**src/hw/rtl/bpc_pkg.sv**
```systemverilog
// Package: shared widths, pipeline stage numbers, types and helpers for the barometer compensator.
`default_nettype none
package bpc_pkg;

    localparam int RAW_W       = 20;
    localparam int CAL_W       = 16;
    localparam int DATA_W      = 64;
    localparam int QUEUE_DEPTH = 4;

    // Stage numbers of the back pipeline
    localparam int S_TEMP  = 5;
    localparam int S_NUM   = 13;
    localparam int DIV_LAT = DATA_W + 2;
    localparam int S_Q     = S_NUM + DIV_LAT;
    localparam int S_OUT   = S_Q + 6;

    localparam logic [63:0] P_OFFSET    = 64'd1048576;
    localparam logic [63:0] FINE_OFFSET = 64'd128000;
    localparam logic [63:0] P_SCALE     = 64'd3125;
    localparam logic [63:0] V1_BIAS     = 64'h0000_8000_0000_0000;

    typedef enum logic [1:0] {
        CAL_TEMP    = 2'd0,
        CAL_PRESS_A = 2'd1,
        CAL_PRESS_B = 2'd2,
        CAL_PRESS_C = 2'd3
    } cal_idx_t;

    typedef struct packed {
        logic [RAW_W-1:0] adc_p;
        logic [RAW_W-1:0] adc_t;
    } raw_t;

    typedef struct packed {
        logic valid;
        raw_t raw;
    } q_head_t;

    typedef struct packed {
        logic [CAL_W-1:0] t1;
        logic [CAL_W-1:0] t2;
        logic [CAL_W-1:0] t3;
        logic [CAL_W-1:0] p1;
        logic [CAL_W-1:0] p2;
        logic [CAL_W-1:0] p3;
        logic [CAL_W-1:0] p4;
        logic [CAL_W-1:0] p5;
        logic [CAL_W-1:0] p6;
        logic [CAL_W-1:0] p7;
        logic [CAL_W-1:0] p8;
        logic [CAL_W-1:0] p9;
    } cal_t;

    function automatic logic [63:0] sx16(input logic [CAL_W-1:0] v);
        return {{(64-CAL_W){v[CAL_W-1]}}, v};
    endfunction

endpackage
`default_nettype wire

```
**src/hw/rtl/bpc_if.sv**
```systemverilog
// Interfaces: raw measurement channel and compensated result channel.
`default_nettype none
interface bpc_meas_if;
    logic       valid;
    logic       ready;
    logic [7:0] press_msb;
    logic [7:0] press_lsb;
    logic [7:0] press_xlsb;
    logic [7:0] temp_msb;
    logic [7:0] temp_lsb;
    logic [7:0] temp_xlsb;

    modport source (output valid, press_msb, press_lsb, press_xlsb,
                    temp_msb, temp_lsb, temp_xlsb, input ready);
    modport sink   (input valid, press_msb, press_lsb, press_xlsb,
                    temp_msb, temp_lsb, temp_xlsb, output ready);
endinterface

`default_nettype wire

```
**src/hw/rtl/bpc_front.sv**
```systemverilog
// Front: accepts raw beats, unpacks the 20-bit values and queues them.
`default_nettype none
module bpc_front #(
    parameter int DEPTH = bpc_pkg::QUEUE_DEPTH
) (
    input  wire logic         clk,
    input  wire logic         rst_n,
    bpc_meas_if.sink          meas,
    input  wire logic         pop,
    output bpc_pkg::q_head_t  head
);
    localparam int AW = $clog2(DEPTH);

    bpc_pkg::raw_t   mem_reg [DEPTH];
    logic [AW-1:0]   wr_ptr_reg, wr_ptr_next;
    logic [AW-1:0]   rd_ptr_reg, rd_ptr_next;
    logic [AW:0]     count_reg, count_next;
    logic            push;
    logic            do_pop;
    bpc_pkg::raw_t   unpacked;

    assign meas.ready = (count_reg != (AW+1)'(DEPTH));
    assign push       = meas.valid && meas.ready;
    assign do_pop     = pop && (count_reg != '0);

    // msb<<12 | lsb<<4 | xlsb>>4
    assign unpacked.adc_p = {meas.press_msb, meas.press_lsb, meas.press_xlsb[7:4]};
    assign unpacked.adc_t = {meas.temp_msb, meas.temp_lsb, meas.temp_xlsb[7:4]};

    // pointers wrap at DEPTH, which need not be a power of two
    always_comb
    begin
        wr_ptr_next = wr_ptr_reg;
        rd_ptr_next = rd_ptr_reg;
        if (push)
        begin
            wr_ptr_next = (wr_ptr_reg == AW'(DEPTH-1)) ? '0 : wr_ptr_reg + 1'b1;
        end
        if (do_pop)
        begin
            rd_ptr_next = (rd_ptr_reg == AW'(DEPTH-1)) ? '0 : rd_ptr_reg + 1'b1;
        end
        count_next  = count_reg + (AW+1)'(push) - (AW+1)'(do_pop);
    end

    always_ff @(posedge clk or negedge rst_n)
    begin
        if (!rst_n)
        begin
            wr_ptr_reg <= '0;
            rd_ptr_reg <= '0;
            count_reg  <= '0;
        end
        else
        begin
            wr_ptr_reg <= wr_ptr_next;
            rd_ptr_reg <= rd_ptr_next;
            count_reg  <= count_next;
        end
    end

    always_ff @(posedge clk)
    begin
        if (push)
        begin
            mem_reg[wr_ptr_reg] <= unpacked;
        end
    end

    assign head.valid = (count_reg != '0);
    assign head.raw   = mem_reg[rd_ptr_reg];

endmodule
`default_nettype wire

```
**src/flat_wrapper.sv**
```systemverilog
// flat-port wrapper written by rule: the top's interface ports become plain ports
module bpc_front_flat 
#(
    parameter int DEPTH = bpc_pkg::QUEUE_DEPTH
)
  (clk, rst_n, pop, head, meas_valid, meas_press_msb, meas_press_lsb, meas_press_xlsb, meas_temp_msb, meas_temp_lsb, meas_temp_xlsb, meas_ready);
  bpc_meas_if meas_i ();
  input  wire logic clk;
  input  wire logic rst_n;
  input  wire logic pop;
  output bpc_pkg::q_head_t head;
  input wire logic [$bits(meas_i.valid)-1:0] meas_valid;
  input wire logic [$bits(meas_i.press_msb)-1:0] meas_press_msb;
  input wire logic [$bits(meas_i.press_lsb)-1:0] meas_press_lsb;
  input wire logic [$bits(meas_i.press_xlsb)-1:0] meas_press_xlsb;
  input wire logic [$bits(meas_i.temp_msb)-1:0] meas_temp_msb;
  input wire logic [$bits(meas_i.temp_lsb)-1:0] meas_temp_lsb;
  input wire logic [$bits(meas_i.temp_xlsb)-1:0] meas_temp_xlsb;
  output wire logic [$bits(meas_i.ready)-1:0] meas_ready;
  assign meas_i.valid = meas_valid;
  assign meas_i.press_msb = meas_press_msb;
  assign meas_i.press_lsb = meas_press_lsb;
  assign meas_i.press_xlsb = meas_press_xlsb;
  assign meas_i.temp_msb = meas_temp_msb;
  assign meas_i.temp_lsb = meas_temp_lsb;
  assign meas_i.temp_xlsb = meas_temp_xlsb;
  assign meas_ready = meas_i.ready;
  bpc_front #(.DEPTH(DEPTH)) u_core (.clk(clk), .rst_n(rst_n), .meas(meas_i), .pop(pop), .head(head));
endmodule
```
**config.mk**
```make
export PLATFORM = sky130hd
export DESIGN_NAME = bpc_front_flat
export DESIGN_NICKNAME = d
export VERILOG_FILES = /design/src/hw/rtl/bpc_pkg.sv /design/src/hw/rtl/bpc_if.sv /design/src/hw/rtl/bpc_front.sv /design/src/flat_wrapper.sv
export SDC_FILE = /design/constraint.sdc
export NUM_CORES = 1
export LEC_CHECK = 0
export ABC_CLOCK_PERIOD_IN_PS = 4950
export BUFFER_PORTS_ARGS = -buffer_cell sky130_fd_sc_hd__buf_2
export CORE_MARGIN = 2
export CORE_UTILIZATION = 45
export CTS_CLUSTER_DIAMETER = 200
export CTS_CLUSTER_SIZE = 20
export DETAILED_ROUTE_END_ITERATION = 8
export PLACE_DENSITY = 0.76
export SLEW_MARGIN = 15
export SYNTH_ARGS = -nofsm -noshare
export SYNTH_HDL_FRONTEND = slang
export SYNTH_SLANG_ARGS = --single-unit
```
**constraint.sdc**
```tcl
create_clock -name clk -period 4.95 [get_ports clk]
set_input_delay 0.99 -clock clk [delete_from_list [all_inputs] [get_ports clk]]
set_output_delay 0.99 -clock clk [all_outputs]
set_load 0.02 [all_outputs]
```
**Yosys cells after proc, flatten, opt, wreduce, memory -nomap -nowiden**

Memory sizes are Yosys's and may differ from the RTL's.
Cells that the tools add are included.

- Memory bits (read-only): 0
- Register bits: 7
- Bits in writable memories: 160
- Input port bits: 52
- Memories: 1
- Word-level logic and storage cells: 18
- Latch bits: 0

Memory list:

| memory | depth | bits a word | rd ports | clocked after memory_dff | wr ports | line | source |
|---|---|---|---|---|---|---|---|
| u_core.mem_reg | 4 | 40 | 1 | 0 | 1 | bpc_front.sv:14 | `bpc_pkg::raw_t mem_reg [DEPTH];` |

- Add/subtract/negate cells: 4
- Shift-type cells: 0
- Equality and inequality tests: 3
- $mul: 0
- Mux-type cells: 4
- Magnitude comparators: 0
- Reductions and logical operators: 3
- Divide/modulo/power cells: 0
- Bitwise operators: 0

Operator list:

| kind | number |
|---|---|
| $add 2x1->2 const B | 2 |
| $eq 2x2->1 const B | 2 |
| $mux 2 | 2 |
| $add 3x1->3 | 1 |
| $ne 3x3->1 const B | 1 |
| $reduce_bool 3->1 | 1 |
| $sub 3x1->3 | 1 |
| $logic_and 1x1->1 | 2 |
| $mux 1 | 2 |

**Logic depth before layout (Yosys ltp)**

- Word-level depth: 4
- Depth in mapped cells: 10
- Depth with buffers taken out: 10

**Worst setup path after synthesis**

OpenSTA, ideal clock, no wires.

- Path kind: in2reg
- From: input meas_valid
- To: memory u_core.mem_reg[3][0] (netlist bit) (enable)
- Slack: 2.299 ns
- Arrival time: 2.250 ns
- Stages on the path: 2
- Library setup time: 0.401 ns
- Cells stage by stage: a21boi_2 > and2_1

- Cells in the longest elaborated chain, start to end: 3

RTL lines:

| item | line | source |
|---|---|---|
| start: declaration | flat_wrapper.sv:12 | `input wire logic [$bits(meas_i.valid)-1:0] meas_valid;` |
| $logic_and 1x1->1 | bpc_front.sv:23 | `assign push = meas.valid && meas.ready;` |
| $mux 1 | bpc_front.sv:64 | `if (push)` |
| $mux 1 (not written as such) | bpc_front.sv:66 | `mem_reg[wr_ptr_reg] <= unpacked;` |
| end: declaration | bpc_front.sv:14 |  |

No other way between the ends.

==> impl_metrics.tcl <==
set metrics [dict create \
    count_of_buffers_added_by_post_cts_timing_repair_for_setup 0 \
    cellLeakagePower_nw 2.54 \
    drcViolationCount 0 \
    yosys_register_bits 167 \
    maxClockFrequency_mhz 307 \
    antenna_violations_before_repair 0 \
    numPlacedInstances 504 \
    netSwitchingPower_w 0.00141 \
    timing.critical_path.cells "mux4_1 > buf_2" \
    status "completed" \
    first_global_vias 2960 \
    floorplan.io_pins 94 \
    most_common_cell_in_the_netlist "sky130_fd_sc_hd__edfxtp_1" \
    cp_required_ps 3960 \
    ys_dominant_reg_cell "sky130_fd_sc_hd__edfxtp_1" \
    final_cell_count_no_fill 535 \
    total_non_filler_cell_area_in_the_finished_layout_mm2 0.00734 \
    measured_slew_at_the_worst_slew_check_pin_ps 1130 \
    maxSlewViolCount 0 \
    grt_max_degree 44 \
    hold_path.class "input port to async pin" \
    global_route.usage.total_pct 14.7 \
    min_period_ps 3260 \
    sequential_fraction_of_design_power_pct 46.7 \
    finalWeightedCongestion 0.633 \
    placed_wire_length_estimate_um 5650 \
    timing.critical_path.arrival_ps 2270 \
    clockRootBuffer "sky130_fd_sc_hd__clkbuf_16" \
    nature_of_the_critical_path_startpoint "flop" \
    synth_nets 309 \
    regToRegSetupSlack_ps 2570 \
    max-vdd-ir-drop_v 0.000330 \
    hold_viol 0 \
    worst_path_slowest_cell "sky130_fd_sc_hd__dfrtp_4" \
    number_of_max_cap_violations 0 \
    yosysTopAreaCell "sky130_fd_sc_hd__edfxtp_1" \
    drt.antenna.violating_nets 0 \
    cts-root-to-sink-buffers 2 \
    yosys_warnings 0 \
    rsz0062_at_grt "no" \
    critical-path-top-delay-family "flip-flops" \
    power_frac_clock_pct 25.6 \
    fillCellCount 1116 \
    clk_transition_reported_paths_ps 60 \
    ws_path_type "flop to output port" \
    mappedNetlistArea_mm2 0.00627 \
    num-nets-final 403 \
    dpl-instance-area_mm2 0.00682 \
    floorplan.die.height_um 122 \
    netlist_top_cells_area "sky130_fd_sc_hd__edfxtp_1, sky130_fd_sc_hd__mux4_2, sky130_fd_sc_hd__dfrtp_1, sky130_fd_sc_hd__ha_1, sky130_fd_sc_hd__buf_12" \
    intPower_w 0.00314 \
    timing.critical_path.slowest_cell_delay_ps 990 \
    drt-initial-drc-count 225 \
    synthDominantCellAreaShare_pct 76.6 \
    via_count 2733 \
    post_cts_resized 0 \
    power.share.switching_pct 31.0 \
    port-buffer-count 85 \
    setup-violations-final 0 \
    fin_crit_sh_pct 65.8 \
    hold_buffers 0 \
    antennaDiodeCount 0 \
    wire_per_inst_um 18.7 \
    clock_insertion_delay_worst_skew_ps 420 \
    syn_to_final_growth_pct 17.1 \
    rows 43 \
    path_max_fanout 43 \
    core_area_mm2 0.0138 \
    synth_commonest_cells "sky130_fd_sc_hd__edfxtp_1, sky130_fd_sc_hd__mux4_2, sky130_fd_sc_hd__dfrtp_1, sky130_fd_sc_hd__ha_1, sky130_fd_sc_hd__inv_1" \
    synth_seq_area_share_pct 79.4 \
    postSynthAreaPerCell_um2 25.2 \
    routed_wl_um 10000 \
    number_of_flip_flops_under_the_largest_register_name 160 \
    timing.setup.tns_ps 0 \
    final_layout_size_suffix_gt1_share_pct 45.6 \
    synth.lib_cells_used.distinct 19 \
    rr_endpoint "u_core.count_reg[2]" \
    async_reset_ff_share_pct 4.19 \
    synth-edff-count 160 \
    tritoncts_num_sinks 167 \
    htreeDepth 4 \
    combPwrFrac_pct 27.7 \
    detailedRoute.firstPassIterationCount 4 \
    die_area_mm2 0.0149 \
    tritoncts.num_buffers 17 \
    grt.overflow.total 0 \
    crit_path_end_kind "output port" \
    syn-instance-count 249 \
    wire_length_of_the_first_global_routing_pass_um 15500 \
    power_density_mw_per_mm2 620 \
    critical_path.n_buffers_inverters 1 \
    die_width_um 122 \
    reg2regPathDepth 10 \
    floorplan.initialDensity_pct 45.5 \
    vias_per_cell 5.11 \
    regToRegStartpoint "u_core.count_reg[2]" \
    slew-limit-headroom_pct 24.9 \
    tritoncts "yes" \
    worst_clock_skew_ps 7.30 \
]
## worst max path at each step
| stage | cells after the start | end | slack (ps) | startpoint |
|---|---|---|---|---|
| after global placement | 2 | head[39] | 2040 | u_core.rd_ptr_reg[0] |
| final | 2 | head[0] | 1690 | u_core.rd_ptr_reg[0] |
| after global routing | 2 | head[39] | 1490 | u_core.rd_ptr_reg[0] |
| after floorplan | 2 | u_core.mem_reg[3][0] | 2300 | meas_valid |
| after CTS | 2 | head[39] | 1590 | u_core.rd_ptr_reg[0] |
| after detailed placement | 2 | head[39] | 2050 | u_core.rd_ptr_reg[0] |
## metal layers
metal  global-route usage [%]  share of wire [%]  up-vias
li1                         -                  -     1232
met1                     17.7                 42     1416
met2                     24.3                 51       67
met3                     5.29                5.2       18
met4                     6.03                1.7        0
met5                        0                  0        -
## cell type report
cell class	count	area, um^2	share of cell area (%)
inverters	7	26.3	0.358
multi-input cells	65	1160	15.8
flip-flops and latches	167	4980	67.9
repair buffers	85	425	5.79
well taps	180	225	3.07
clock inverters	11	85.1	1.16
clock buffers	20	437	5.95
## metrics by stage
| stage | power, W | utilization (%) | setup slack [ps] | hold WS (ps) |
|---|---|---|---|---|
| 6_report | 0.00455 | 53.3 | 1690 | 392 |
| 4_1_cts | 0.00463 | 53.3 | 1590 | 370 |
| 3_5_place_dp | 0.00347 | 49.5 | 2050 | 557 |
| 5_1_grt | 0.00479 | 53.3 | 1490 | 379 |
| 2_1_floorplan | 0.00308 | - | 2300 | 504 |
| 3_3_place_gp | 0.00341 | 49.5 | 2040 | 520 |
## worst reg2reg max path, stage by stage (launching register included)
cell	delay, ps
sky130_fd_sc_hd__dfrtp_1	430
sky130_fd_sc_hd__or3_4	430
sky130_fd_sc_hd__nand2_4	90
sky130_fd_sc_hd__inv_1	50
sky130_fd_sc_hd__ha_1	280
sky130_fd_sc_hd__inv_1	70
sky130_fd_sc_hd__ha_1	150
sky130_fd_sc_hd__inv_1	60
sky130_fd_sc_hd__fa_1	380
sky130_fd_sc_hd__xnor2_1	220
sky130_fd_sc_hd__xnor2_1	160
## cells by family after synthesis
logic type | Yosys count | share of synthesized area (%)
DFF | 167 | 79.4
muxes | 44 | 15.2
buffers and inverters | 17 | 2.25
and+or+nand+nor | 10 | 0.997
adders and majority gates | 8 | 1.72
xor gates and xnor gates | 2 | 0.279
AOI/OAI and AO/OA | 1 | 0.179
## power groups by stage
stage / Clock (W) / Combinational (W) / Sequential [W]
after floorplan: 0 / 0.00112 / 0.00196
after global placement: 0 / 0.00125 / 0.00215
after detailed placement: 0 / 0.00129 / 0.00218
after CTS: 0.00120 / 0.00129 / 0.00215
after global routing: 0.00125 / 0.00136 / 0.00218
final: 0.00117 / 0.00126 / 0.00212
## placed cells by master (no fill, tap or decap)
cell / Yosys / layout
sky130_fd_sc_hd__or3_4: 1 / 1
sky130_fd_sc_hd__mux2_2: 4 / 4
sky130_fd_sc_hd__and2_4: 0 / 2
sky130_fd_sc_hd__mux4_2: 38 / 38
sky130_fd_sc_hd__dfrtp_2: 0 / 1
sky130_fd_sc_hd__dfrtp_1: 7 / 5
sky130_fd_sc_hd__and2_2: 0 / 2
sky130_fd_sc_hd__ha_1: 7 / 7
sky130_fd_sc_hd__clkinv_1: 0 / 2
sky130_fd_sc_hd__nor2_1: 3 / 3
sky130_fd_sc_hd__clkbuf_16: 0 / 17
sky130_fd_sc_hd__a21boi_2: 1 / 1
sky130_fd_sc_hd__clkinv_2: 0 / 5
sky130_fd_sc_hd__mux4_1: 2 / 2
sky130_fd_sc_hd__edfxtp_1: 160 / 160
sky130_fd_sc_hd__inv_1: 7 / 7
sky130_fd_sc_hd__clkbuf_1: 1 / 3
sky130_fd_sc_hd__nand2_1: 1 / 1
sky130_fd_sc_hd__buf_2: 4 / 85
sky130_fd_sc_hd__dfrtp_4: 0 / 1
sky130_fd_sc_hd__fa_1: 1 / 1
sky130_fd_sc_hd__bufinv_16: 0 / 1
sky130_fd_sc_hd__nand2_4: 1 / 1
sky130_fd_sc_hd__xnor2_1: 2 / 2
sky130_fd_sc_hd__clkinvlp_4: 0 / 3
No activity file was read; power rests on OpenSTA's default activity.
